`src/rtl/permuted_sorted_node_table_defines.svh`:
```
// assertion macros shared by the node table rtl
// expects clk and rst in scope at the point of use
`ifndef PERMUTED_SORTED_NODE_TABLE_DEFINES_SVH
`define PERMUTED_SORTED_NODE_TABLE_DEFINES_SVH

// same-cycle implication, checked outside reset
`define PST_ASSERT_NOW(lbl, ante, cons, msg) \
  lbl: assert property (@(posedge clk) disable iff (rst) (ante) |-> (cons)) \
    else $error(msg);

// next-cycle implication, checked outside reset
`define PST_ASSERT_NEXT(lbl, ante, cons, msg) \
  lbl: assert property (@(posedge clk) disable iff (rst) (ante) |=> (cons)) \
    else $error(msg);

`endif

```
`src/rtl/pst_pkg.sv`:
```
// shared types and constants for the permuted sorted node table
// no dependencies
package pst_pkg;

  localparam int CAPACITY_DEF = 16;
  localparam int KEY_W = 64;
  localparam int VAL_W = 64;
  localparam int CNT_W = 5;
  localparam int KIND_W = 2;
  localparam int STATUS_W = 2;

  localparam logic [KIND_W-1:0] KIND_LOOKUP = 2'd0;
  localparam logic [KIND_W-1:0] KIND_INSERT = 2'd1;
  localparam logic [KIND_W-1:0] KIND_REMOVE = 2'd2;
  localparam logic [KIND_W-1:0] KIND_UPSERT = 2'd3;

  localparam logic [STATUS_W-1:0] ST_DONE = 2'd0;
  localparam logic [STATUS_W-1:0] ST_DUP = 2'd1;
  localparam logic [STATUS_W-1:0] ST_ABSENT = 2'd2;
  localparam logic [STATUS_W-1:0] ST_FULL = 2'd3;

  // outcome of the shared key comparator
  typedef struct packed {
    logic ge;
    logic eq;
  } cmp_res_t;

endpackage

```
`src/rtl/pst_ifs.sv`:
```
// request and response channel interfaces for the node table
// depends on pst_pkg
interface pst_req_if;
  logic valid;
  logic ready;
  logic [pst_pkg::KIND_W-1:0] kind;
  logic [pst_pkg::KEY_W-1:0] key;
  logic [pst_pkg::VAL_W-1:0] value;

  modport source (output valid, kind, key, value, input ready);
  modport sink (input valid, kind, key, value, output ready);
endinterface

interface pst_rsp_if;
  logic valid;
  logic ready;
  logic [pst_pkg::STATUS_W-1:0] status;
  logic found;
  logic [pst_pkg::VAL_W-1:0] value_out;
  logic [pst_pkg::CNT_W-1:0] rank;
  logic [pst_pkg::CNT_W-1:0] count;

  modport source (output valid, status, found, value_out, rank, count, input ready);
  modport sink (input valid, status, found, value_out, rank, count, output ready);
endinterface

```
`src/rtl/pst_ram.sv`:
```
// generic single-write, single-read ram with registered read data
// no dependencies
module pst_ram #(
  parameter int WIDTH = 64,
  parameter int DEPTH = 16
) (
  input  logic                     clk,
  input  logic                     we,
  input  logic [$clog2(DEPTH)-1:0] waddr,
  input  logic [WIDTH-1:0]         wdata,
  input  logic [$clog2(DEPTH)-1:0] raddr,
  output logic [WIDTH-1:0]         rdata
);

  logic [WIDTH-1:0] mem [DEPTH];

  always_ff @(posedge clk) begin
    if (we) begin
      mem[waddr] <= wdata;
    end
    rdata <= mem[raddr];
  end

endmodule

```
`src/rtl/pst_cmp.sv`:
```
// shared unsigned key comparator used by every scan step
// depends on pst_pkg
module pst_cmp (
  input  logic [pst_pkg::KEY_W-1:0] stored,
  input  logic [pst_pkg::KEY_W-1:0] probe,
  output pst_pkg::cmp_res_t         res
);

  always_comb begin
    res.ge = (stored >= probe);
    res.eq = (stored == probe);
  end

endmodule

```
`src/rtl/permuted_sorted_node_table.sv`:
```
// channel  dir  payload                                  taken when
// req      in   kind, key, value                         req.valid && req.ready
// rsp      out  status, found, value_out, rank, count    rsp.valid && rsp.ready
//
// steps per request: accept, scan of sorted positions up to the first key not below the probe,
//   decide, a value read on a lookup hit, a read and a write per slot moved down on remove,
//   load of the result; worst case is a remove of the last sorted position in physical slot 0
// the scan walks sorted positions through the single key ram read port, one per cycle
// remove compaction moves each slot with a read step and then a write step through the same ram ports
// the load step waits while the output register holds a result not yet taken
// synchronous reset empties the node at once (order vector and count cleared)
// a new request is taken while a result still waits in the output register
// depends on pst_pkg, pst_ifs, pst_ram, pst_cmp and the defines header
`include "permuted_sorted_node_table_defines.svh"

module permuted_sorted_node_table #(
  parameter int CAPACITY = pst_pkg::CAPACITY_DEF
) (
  input  logic      clk,
  input  logic      rst,
  pst_req_if.sink   req,
  pst_rsp_if.source rsp
);

  localparam int SLOT_W = $clog2(CAPACITY);
  localparam int CNT_W = pst_pkg::CNT_W;
  localparam int KEY_W = pst_pkg::KEY_W;
  localparam int VAL_W = pst_pkg::VAL_W;

  localparam logic [2:0] S_IDLE = 3'd0;
  localparam logic [2:0] S_SCAN = 3'd1;
  localparam logic [2:0] S_DECIDE = 3'd2;
  localparam logic [2:0] S_VREAD = 3'd3;
  localparam logic [2:0] S_SH_RD = 3'd4;
  localparam logic [2:0] S_SH_WR = 3'd5;
  localparam logic [2:0] S_FINISH = 3'd6;

  // control state
  logic [2:0] state;
  logic [CNT_W-1:0] entry_count;
  logic [SLOT_W-1:0] order [CAPACITY];
  logic res_valid;

  // working registers for the request in flight
  logic [pst_pkg::KIND_W-1:0] kind_r;
  logic [KEY_W-1:0] key_r;
  logic [VAL_W-1:0] val_r;
  logic [CNT_W-1:0] pos;
  logic hit;
  logic [VAL_W-1:0] vout;
  logic [pst_pkg::STATUS_W-1:0] st_r;
  logic [SLOT_W-1:0] shift_idx;

  // output register
  logic [pst_pkg::STATUS_W-1:0] res_status;
  logic res_found;
  logic [VAL_W-1:0] res_value;
  logic [CNT_W-1:0] res_rank;
  logic [CNT_W-1:0] res_count;

  // ram ports
  logic [SLOT_W-1:0] raddr;
  logic key_we, val_we;
  logic [SLOT_W-1:0] key_waddr, val_waddr;
  logic [KEY_W-1:0] key_wdata, key_rdata;
  logic [VAL_W-1:0] val_wdata, val_rdata;

  pst_pkg::cmp_res_t cmp;

  logic req_fire, rsp_fire, res_load;
  logic [CNT_W-1:0] pos_inc;
  logic [SLOT_W-1:0] pos_slot, hit_slot;
  logic full;
  logic do_insert, do_remove, do_vwrite, do_vread;
  logic [SLOT_W-1:0] ins_order [CAPACITY];
  logic [SLOT_W-1:0] rem_order [CAPACITY];
  logic [CNT_W-1:0] new_count_rem;

  assign req_fire = req.valid && req.ready;
  assign rsp_fire = rsp.valid && rsp.ready;
  assign req.ready = (state == S_IDLE);
  assign res_load = (state == S_FINISH) && (!res_valid || rsp.ready);

  assign pos_inc = pos + CNT_W'(1);
  assign pos_slot = pos[SLOT_W-1:0];
  assign hit_slot = order[pos_slot];
  assign full = (entry_count >= CNT_W'(CAPACITY));
  assign new_count_rem = entry_count - CNT_W'(1);

  // what the decide step does with the scan outcome
  always_comb begin
    do_insert = 1'b0;
    do_remove = 1'b0;
    do_vwrite = 1'b0;
    do_vread = 1'b0;
    if (state == S_DECIDE) begin
      unique case (kind_r)
        pst_pkg::KIND_LOOKUP: do_vread = hit;
        pst_pkg::KIND_INSERT: do_insert = !hit && !full;
        pst_pkg::KIND_REMOVE: do_remove = hit;
        pst_pkg::KIND_UPSERT: begin
          do_vwrite = hit;
          do_insert = !hit && !full;
        end
        default: ;
      endcase
    end
  end

  // shared comparator: stored key at the current sorted position against the probe
  pst_cmp u_cmp (
    .stored (key_rdata),
    .probe  (key_r),
    .res    (cmp)
  );

  // one read address serves both rams: scan, value fetch or compaction source
  always_comb begin
    raddr = order[0];
    case (state)
      S_SCAN:   raddr = order[pos_inc[SLOT_W-1:0]];
      S_DECIDE: raddr = hit_slot;
      S_SH_RD:  raddr = shift_idx + SLOT_W'(1);
      default:  raddr = order[0];
    endcase
  end

  // new entry goes to the first free physical slot
  always_comb begin
    key_we = do_insert || (state == S_SH_WR);
    key_waddr = (state == S_SH_WR) ? shift_idx : entry_count[SLOT_W-1:0];
    key_wdata = (state == S_SH_WR) ? key_rdata : key_r;
    val_we = do_insert || do_vwrite || (state == S_SH_WR);
    val_waddr = (state == S_SH_WR) ? shift_idx :
                do_vwrite ? hit_slot : entry_count[SLOT_W-1:0];
    val_wdata = (state == S_SH_WR) ? val_rdata : val_r;
  end

  pst_ram #(.WIDTH(KEY_W), .DEPTH(CAPACITY)) u_key_ram (
    .clk   (clk),
    .we    (key_we),
    .waddr (key_waddr),
    .wdata (key_wdata),
    .raddr (raddr),
    .rdata (key_rdata)
  );

  pst_ram #(.WIDTH(VAL_W), .DEPTH(CAPACITY)) u_val_ram (
    .clk   (clk),
    .we    (val_we),
    .waddr (val_waddr),
    .wdata (val_wdata),
    .raddr (raddr),
    .rdata (val_rdata)
  );

  // order vector with the new slot opened at the scan position
  always_comb begin
    for (int i = 0; i < CAPACITY; i++) begin
      if (CNT_W'(i) < pos) begin
        ins_order[i] = order[i];
      end else if (CNT_W'(i) == pos) begin
        ins_order[i] = entry_count[SLOT_W-1:0];
      end else begin
        ins_order[i] = order[(i == 0) ? 0 : i - 1];
      end
    end
  end

  // order vector with the hit position closed and slots above it renumbered
  always_comb begin
    logic [SLOT_W-1:0] src;
    for (int i = 0; i < CAPACITY; i++) begin
      src = (CNT_W'(i) < pos) ? order[i] : order[(i + 1 < CAPACITY) ? i + 1 : i];
      if (CNT_W'(i) < new_count_rem) begin
        rem_order[i] = (src > hit_slot) ? src - SLOT_W'(1) : src;
      end else begin
        rem_order[i] = '0;
      end
    end
  end

  // sequencer and node state
  always_ff @(posedge clk) begin
    if (rst) begin
      state <= S_IDLE;
      entry_count <= '0;
      res_valid <= 1'b0;
      for (int i = 0; i < CAPACITY; i++) begin
        order[i] <= '0;
      end
    end else begin
      if (res_load) begin
        res_valid <= 1'b1;
      end else if (rsp_fire) begin
        res_valid <= 1'b0;
      end
      unique case (state)
        S_IDLE: begin
          if (req_fire) begin
            // empty node: nothing to scan
            state <= (entry_count == '0) ? S_DECIDE : S_SCAN;
          end
        end
        S_SCAN: begin
          if (cmp.ge || pos_inc == entry_count) begin
            state <= S_DECIDE;
          end
        end
        S_DECIDE: begin
          if (do_insert) begin
            entry_count <= entry_count + CNT_W'(1);
            for (int i = 0; i < CAPACITY; i++) begin
              order[i] <= ins_order[i];
            end
            state <= S_FINISH;
          end else if (do_remove) begin
            entry_count <= new_count_rem;
            for (int i = 0; i < CAPACITY; i++) begin
              order[i] <= rem_order[i];
            end
            // compaction only when a later physical slot exists
            state <= ((CNT_W'(hit_slot) + CNT_W'(1)) < entry_count) ? S_SH_RD : S_FINISH;
          end else if (do_vread) begin
            state <= S_VREAD;
          end else begin
            state <= S_FINISH;
          end
        end
        S_VREAD: state <= S_FINISH;
        S_SH_RD: state <= S_SH_WR;
        S_SH_WR: begin
          state <= ((CNT_W'(shift_idx) + CNT_W'(1)) < entry_count) ? S_SH_RD : S_FINISH;
        end
        S_FINISH: begin
          if (res_load) begin
            state <= S_IDLE;
          end
        end
        default: state <= S_IDLE;
      endcase
    end
  end

  // payload registers
  always_ff @(posedge clk) begin
    case (state)
      S_IDLE: begin
        if (req_fire) begin
          kind_r <= req.kind;
          key_r <= req.key;
          val_r <= req.value;
          pos <= '0;
          hit <= 1'b0;
          vout <= '0;
        end
      end
      S_SCAN: begin
        if (cmp.ge) begin
          hit <= cmp.eq;
        end else begin
          pos <= pos_inc;
        end
      end
      S_DECIDE: begin
        case (kind_r) inside
          pst_pkg::KIND_LOOKUP, pst_pkg::KIND_REMOVE: begin
            st_r <= hit ? pst_pkg::ST_DONE : pst_pkg::ST_ABSENT;
          end
          pst_pkg::KIND_INSERT: begin
            if (hit) st_r <= pst_pkg::ST_DUP;
            else if (full) st_r <= pst_pkg::ST_FULL;
            else st_r <= pst_pkg::ST_DONE;
          end
          default: begin
            st_r <= (!hit && full) ? pst_pkg::ST_FULL : pst_pkg::ST_DONE;
          end
        endcase
        shift_idx <= hit_slot;
      end
      S_VREAD: vout <= val_rdata;
      S_SH_WR: shift_idx <= shift_idx + SLOT_W'(1);
      default: ;
    endcase
    if (res_load) begin
      res_status <= st_r;
      res_found <= hit;
      res_value <= vout;
      res_rank <= pos;
      res_count <= entry_count;
    end
  end

  assign rsp.valid = res_valid;
  assign rsp.status = res_status;
  assign rsp.found = res_found;
  assign rsp.value_out = res_value;
  assign rsp.rank = res_rank;
  assign rsp.count = res_count;

  `PST_ASSERT_NOW(a_count_cap, 1'b1, entry_count <= CNT_W'(CAPACITY), "entry count above capacity")
  `PST_ASSERT_NOW(a_scan_pos, state == S_SCAN, pos < entry_count, "scan ran past the held entries")
  `PST_ASSERT_NEXT(a_busy_after_req, req_fire, state != S_IDLE, "request taken but sequencer idle")
  `PST_ASSERT_NEXT(a_insert_grows, do_insert, entry_count == $past(entry_count) + CNT_W'(1), "insert did not grow the node")
  `PST_ASSERT_NEXT(a_remove_shrinks, do_remove, entry_count == $past(entry_count) - CNT_W'(1), "remove did not shrink the node")

endmodule

```
`src/flat_wrapper.sv`:
```
// flat-port wrapper written by rule: the top's interface ports become plain ports
module permuted_sorted_node_table_flat 
#(
  parameter int CAPACITY = pst_pkg::CAPACITY_DEF
)
  (clk, rst, req_valid, req_kind, req_key, req_value, req_ready, rsp_valid, rsp_status, rsp_found, rsp_value_out, rsp_rank, rsp_count, rsp_ready);
  pst_req_if req_i ();
  pst_rsp_if rsp_i ();
  input  logic clk;
  input  logic rst;
  input wire logic [$bits(req_i.valid)-1:0] req_valid;
  input wire logic [$bits(req_i.kind)-1:0] req_kind;
  input wire logic [$bits(req_i.key)-1:0] req_key;
  input wire logic [$bits(req_i.value)-1:0] req_value;
  output wire logic [$bits(req_i.ready)-1:0] req_ready;
  output wire logic [$bits(rsp_i.valid)-1:0] rsp_valid;
  output wire logic [$bits(rsp_i.status)-1:0] rsp_status;
  output wire logic [$bits(rsp_i.found)-1:0] rsp_found;
  output wire logic [$bits(rsp_i.value_out)-1:0] rsp_value_out;
  output wire logic [$bits(rsp_i.rank)-1:0] rsp_rank;
  output wire logic [$bits(rsp_i.count)-1:0] rsp_count;
  input wire logic [$bits(rsp_i.ready)-1:0] rsp_ready;
  assign req_i.valid = req_valid;
  assign req_i.kind = req_kind;
  assign req_i.key = req_key;
  assign req_i.value = req_value;
  assign req_ready = req_i.ready;
  assign rsp_valid = rsp_i.valid;
  assign rsp_status = rsp_i.status;
  assign rsp_found = rsp_i.found;
  assign rsp_value_out = rsp_i.value_out;
  assign rsp_rank = rsp_i.rank;
  assign rsp_count = rsp_i.count;
  assign rsp_i.ready = rsp_ready;
  permuted_sorted_node_table #(.CAPACITY(CAPACITY)) u_core (.clk(clk), .rst(rst), .req(req_i), .rsp(rsp_i));
endmodule
```
`config.mk`:
```
export PLATFORM = sky130hd
export DESIGN_NAME = permuted_sorted_node_table_flat
export DESIGN_NICKNAME = d
export VERILOG_FILES = /design/src/rtl/pst_pkg.sv /design/src/rtl/pst_ifs.sv /design/src/rtl/pst_ram.sv /design/src/rtl/pst_cmp.sv /design/src/rtl/permuted_sorted_node_table.sv /design/src/flat_wrapper.sv
export VERILOG_INCLUDE_DIRS = /design/src /design/src/rtl
export SDC_FILE = /design/constraint.sdc
export NUM_CORES = 2
export LEC_CHECK = 0
export BUFFER_PORTS_ARGS = -buffer_cell sky130_fd_sc_hd__buf_2
export CORE_MARGIN = 3
export CORE_UTILIZATION = 45
export DETAILED_ROUTE_END_ITERATION = 16
export SLEW_MARGIN = 25
export SYNTH_ARGS = -nofsm -noshare
export SYNTH_HDL_FRONTEND = slang
export SYNTH_SLANG_ARGS = --single-unit
```
`constraint.sdc`:
```
create_clock -name clk -period 7.2 [get_ports clk]
set_input_delay 2.16 -clock clk [delete_from_list [all_inputs] [get_ports clk]]
set_output_delay 2.16 -clock clk [all_outputs]
set_load 0.02 [all_outputs]
```
## Yosys cells after proc, flatten, opt, wreduce, memory -nomap -nowiden

Memories as Yosys holds them, arrays and structs flattened. A register that Yosys moved wholly into a read port is not among the register bits.
Cells that the tools add are included.

- Flip-flop bits (word level): 292
- Bits in writable memories: 2112
- Input bits: 134
- Output and inout bits: 79
- Logic and storage cells: 356
- Memories: 3

- $add $sub $neg: 22
- Order comparisons: 52
- Eq/ne operators: 31
- Muxes and demuxes: 170
- Bitwise logic cells: 32
- Reduce and logical (&&, ||, !) cells: 30

Memories:

| name | depth | bits a word | rd ports | clocked after memory_dff | write ports | line | source |
|---|---|---|---|---|---|---|---|
| u_core.u_key_ram.mem | 16 | 64 | 1 | 1 | 1 | pst_ram.sv:15 | `logic [WIDTH-1:0] mem [DEPTH];` |
| u_core.u_val_ram.mem | 16 | 64 | 1 | 1 | 1 | pst_ram.sv:15 |  |
| u_core.order | 16 | 4 | 18 | 1 | 16 | permuted_sorted_node_table.sv:41 | `logic [SLOT_W-1:0] order [CAPACITY];` |

Operator list:

| cell | count |
|---|---|
| $mux 4 | 115 |
| $mux 64 | 3 |
| $pmux 64 s2 | 1 |
| $lt 4x5->1 const A | 16 |
| $eq 64x64->1 | 1 |
| $ge 64x64->1 | 1 |
| $gt 4x4->1 | 16 |
| $sub 4x1->4 const B | 16 |
| $eq 4x5->1 const A | 8 |
| $lt 3x5->1 const A | 8 |
| $or 1x1->1 | 32 |
| $mux 1 | 27 |
| $pmux 3 s7 | 1 |
| $eq 3x5->1 const A | 4 |
| $lt 1x5->1 const A | 4 |
| $lt 2x5->1 const A | 4 |
| $mux 5 | 4 |
| $mux 2 | 9 |
| $mux 3 | 6 |
| $pmux 4 s3 | 1 |
| $add 4x1->5 const B | 2 |
| $add 5x1->5 const B | 2 |
| $eq 2x5->1 const A | 2 |
| $logic_not 5->1 | 2 |
| 25 further kinds | 52 |

## Logic depth before layout (Yosys ltp)

- Depth after elaboration: 11
- Mapped depth: 17
- Mapped depth without buffers: 14

## Modules after synthesis

From an unflattened synthesis, not the netlist that was laid out.

- Cells, all modules: 5411
- Area, all modules: 101197.1 um^2

Modules (own cells, without submodules):

| module | times used | cells each | area each (um^2) | seq. area each (um^2) |
|---|---|---|---|---|
| pst_ram | 2 | 1647 | 39581.7 | 32030.7 |
| permuted_sorted_node_table | 1 | 1892 | 20403.3 | 10680.2 |
| pst_cmp | 1 | 225 | 1630.3 | 0.0 |

## Least setup slack after synthesis

No wires, ideal clock.

- Path type: input to register
- Start point: input port rsp_ready
- End point: register u_core.res_count[0], in the netlist u_core.rsp.count[0] (enable)
- Setup time: 0.522 ns
- Arrival time: 5.724 ns
- Data required time: 6.678 ns
- Path slack: 0.954 ns
- Stages: 2
- Path buffers: 0
- Cells stage by stage: nand2b_1 nor2b_1

- Word-level cells in the longest chain between the ends: 2

Ends and longest elaborated chain:

| what | line | source |
|---|---|---|
| start: declaration | flat_wrapper.sv:22 | `input wire logic [$bits(rsp_i.ready)-1:0] rsp_ready;` |
| $logic_or 1x1->1 | permuted_sorted_node_table.sv:82 | `assign res_load = (state == S_FINISH) && (!res_valid \|\| rsp.ready);` |
| $logic_and 1x1->1 | permuted_sorted_node_table.sv:82 |  |
| net u_core.res_load | permuted_sorted_node_table.sv:70 | `logic req_fire, rsp_fire, res_load;` |
| end signal: assignment | permuted_sorted_node_table.sv:290 | `res_count <= entry_count;` |
| end: declaration | permuted_sorted_node_table.sv:59 | `logic [CNT_W-1:0] res_count;` |

The timed path passes the listed nets, and every way through them passes these cells.
A chain may end at the register's enable or synchronous reset.

## Worst setup path after layout

- Start point: register u_core.pos[1]
- End point: register u_core.u_key_ram.rdata[47], read port of u_core.u_key_ram.mem

- Word-level cells in the longest chain between the ends: 3

Ends and longest elaborated chain:

| what | line | source |
|---|---|---|
| start: declaration | permuted_sorted_node_table.sv:48 | `logic [CNT_W-1:0] pos;` |
| start signal: assignment | permuted_sorted_node_table.sv:262 | `pos <= pos_inc;` |
| $add 5x1->5 | permuted_sorted_node_table.sv:84 | `assign pos_inc = pos + CNT_W'(1);` |
| $mem_v2 16x4 | -- |  |
| $pmux 4 s3 | permuted_sorted_node_table.sv:120 | `case (state)` |
| end: declaration | pst_ram.sv:12 | `output logic [WIDTH-1:0] rdata` |

No other way between the ends.

==> summary.txt <==
DR iter-0 viols - 7051
Cells after Synth - 8170
fraction of registers with async set/reset - 0
Peak supply drop - 0.000699 V
Slew Viols, Final - 0
crit path max fanout - 44
first-pass GRT wire length - 416000 µm
ys flop type - edfxtp_1
Startpoint Class - flip-flop
Die X - 486 µm
DP Worst Slack - 1730 ps
Detailed Route WL - 280000 µm
CP endpoint kind - flip-flop
PortBufs - 212
CTS clk-pin slew, worst paths - 60 ps
Worst Hold Path EP - u_core.rsp.status[1]
PnR worst setup slack - 2040 ps
total CTS buffers - 286
clock tree from TritonCTS - yes
Logic pwr share - 0.427
post-synthesis simple-gate area fraction - 0.156
status - complete, no violations
most common cell after layout, fill and taps aside - nand2_1
Synth Area in Compound Gates - 0.0506
Worst path slowest cell - buf_4
Root Buffer - clkbuf_16
largest family of logic cells by synthesized area - simple AND/OR/NAND/NOR gates
critical path class - flip-flop to flip-flop
die area - 237000 µm²
Routability Congestion - 0.856
Synth Cell Area - 104000 µm²
Num Clock Sinks - 2536
later-pin clock latency in the skew report - 940 ps
Synth Area per Inst - 12.7 µm²
routed len/inst - 24.1 µm
max-cap check violation count - 0
Max Root-Sink Buffers - 4
Post-Synth XOR/XNOR Area - 0.00565
post-cts resize count - 0
Synth Warn # - 0
setup violators final - 0
Mapped Nets - 8457
I/O Pins - 213
Fin. Hold Viols - 0
Worst slew margin - 0.188
worst hold path type - flip-flop to flip-flop
post-CTS setup buffers - 0
RSZ-0062 raised after global routing - no
adder-cell share of the synthesized area - 0.0191
Post-synth EDFFs - 2395
vias per cell - 5.76
Die H - 486 µm
worst-path cell chain - inv_1 > ha_2 > mux4_2 > nand2_1 > a31o_2 > a211o_2 > nor2_4 > buf_4 > a32oi_1 > o221ai_1
Reg power frac - 0.332
Fillers - 19200
Distinct cells, synth - 67
ANT nets after route - 0
#FFs+latches synth - 2536
R2R Path Start - u_core.pos[1]
row cnt - 175
Sw Share - 0.404
NumNets Final - 8693
via count - 67000
GRT overflow - 0
GR Util All Layers - 0.232
clock power share - 0.240
reg2reg end - u_core.u_key_ram.rdata[47]
Hold Crit Depth - 0
largest net degree at the start of global routing - 168
crit path DAT - 5970 ps
DR pass1 iterations - 6
initial antenna violation count - 6
mux cell area share after synthesis - 0.0233
Worst Skew - 86.0 ps
FF+latch area - 74700 µm²
fin crit period - 5160 ps
PwrDens - 493 nW/µm²
H-tree depth - 5
multi-input combinational cell area - 26800 µm²
setup tns final - 0 ps
share of layout cells above drive strength 1 - 0.110
cell internal pwr - 34.7 mW
measured slew at the worst slew-check pin - 1200 ps
r2r setup slk - 2040 ps
core region area - 228000 µm²
Sw Pwr - 23.6 mW
hold path start - u_core.st_r[1]
Final HPWL DP - 150000 µm
period utilization - 0.717
hold_buf cts - 0
Max Fclk - 194 MHz
P_leak - 42.6 nW
Starting Density - 0.455
post-synthesis sequential area ratio - 0.720
Area Growth Syn to Fin - 13.7%
Critical Path RT - 8010 ps
number of global-route vias before repair - 64300
R2R depth - 10
hold slack - 406 ps
Critical Path Max Stage Delay - 920 ps
most frequent cells in the layout - 2543 x nand2_1, 2395 x edfxtp_1, 827 x nand3_1
DRC - 0
==> registers in the layout (all words and copies together), names as in the netlist, 64 cells and up, named ones only <==
signal	cells
u_core.order	64
u_core.key_r	64
u_core.u_key_ram.rdata	64
u_core.u_val_ram.mem	1024
u_core.rsp.value_out	64
u_core.u_val_ram.rdata	64
u_core.val_r	64
u_core.u_key_ram.mem	1024
u_core.vout	64
==> worst max path at each step <==
stage / startpoint / endpoint / slack (ps) / depth (start not counted)
3_5_place_dp: u_core.pos[1] / u_core.u_key_ram.rdata[10] / 1730 / 11
6_report: u_core.pos[1] / u_core.u_key_ram.rdata[47] / 2040 / 10
3_3_place_gp: u_core.pos[1] / u_core.u_key_ram.rdata[46] / 1960 / 11
5_1_grt: u_core.pos[1] / u_core.u_key_ram.rdata[37] / 1840 / 10
4_1_cts: u_core.pos[1] / u_core.u_key_ram.rdata[10] / 1780 / 11
2_1_floorplan: rsp_ready / u_core.rsp.count[0] / 950 / 2
==> cell usage after synthesis (all sizes together), types with 9 or more instances <==
| cell | n | share of area |
|---|---|---|
| nand2 | 2546 | 0.092 |
| edfxtp | 2395 | 0.69 |
| nand3 | 827 | 0.040 |
| buf | 299 | 0.015 |
| a21oi | 196 | 0.0095 |
| clkbuf | 192 | 0.0069 |
| and3 | 174 | 0.010 |
| ha | 153 | 0.018 |
| dfxtp | 141 | 0.027 |
| mux2i | 140 | 0.013 |
| nor2 | 133 | 0.0049 |
| o21ai | 116 | 0.0056 |
| o221ai | 116 | 0.0098 |
| inv | 113 | 0.0041 |
| a31oi | 109 | 0.0066 |
| a32oi | 101 | 0.0086 |
| xnor2 | 50 | 0.0042 |
| o22ai | 44 | 0.0027 |
| a21o | 33 | 0.0024 |
| mux4 | 33 | 0.0072 |
| nand4 | 27 | 0.0016 |
| mux2 | 24 | 0.0026 |
| nor4 | 24 | 0.0014 |
| nand2b | 23 | 0.0014 |
| nor2b | 20 | 0.0012 |
| nor3 | 20 | 0.00096 |
| xor2 | 17 | 0.0014 |
| a22oi | 10 | 0.00072 |
| a41oi | 9 | 0.00076 |
==> area by class of cell <==
| type | count | area share |
|---|---|---|
| repair buffers | 439 | 0.0286 |
| clock buffers | 395 | 0.0671 |
| inverters | 114 | 0.00369 |
| multi-input cells | 5029 | 0.227 |
| diodes | 3 | 0.0000636 |
| well taps | 3009 | 0.0319 |
| clock inverters | 104 | 0.00860 |
| flip-flops and latches | 2536 | 0.633 |
==> worst max-delay path: cells and delay by family (launching register included) <==
kind                       cells  cell delay [ps]
adders and majority gates      1              760
AOI/OAI and AO/OA              4             1210
and+or+nand+nor                2              790
muxes                          1              360
DFF                            1              790
buffers and inverters          2             1100
==> metal layers <==
metal / track usage / up-vias / share of wire
met5: 0 / - / 0.00015
met4: 0.0653 / 6 / 0.026
met3: 0.0381 / 483 / 0.080
met2: 0.363 / 2794 / 0.46
met1: 0.336 / 33500 / 0.43
li1: - / 30200 / -
==> through the flow <==
stage / std cells / instance area (µm²) / utilization / power (mW)
after floorplan: 8170 / 104000 / - / 36.6
after global routing: 11600 / 118000 / 0.517 / 61.8
after global placement: 11100 / 109000 / 0.477 / 43.9
after detailed placement: 11100 / 109000 / 0.478 / 44.4
after CTS: 11600 / 118000 / 0.517 / 58.5
final: 11600 / 118000 / 0.517 / 58.3
==> power groups by stage <==
stage | clock network, mW | registers [mW] | logic, mW
final | 14.0 | 19.4 | 24.9
after global routing | 14.8 | 19.4 | 27.5
after CTS | 14.2 | 19.3 | 24.9
after detailed placement | 0 | 19.6 | 24.8
after global placement | 0 | 19.6 | 24.3
after floorplan | 0 | 19.2 | 17.3
==> kinds of logic after synthesis <==
group / after synthesis
simple gates: 3822
flops: 2536
compound gates: 783
buf+inv: 605
mux: 197
fa+ha+maj: 160
xor+xnor: 67
(Power assumes the default switching activity.)
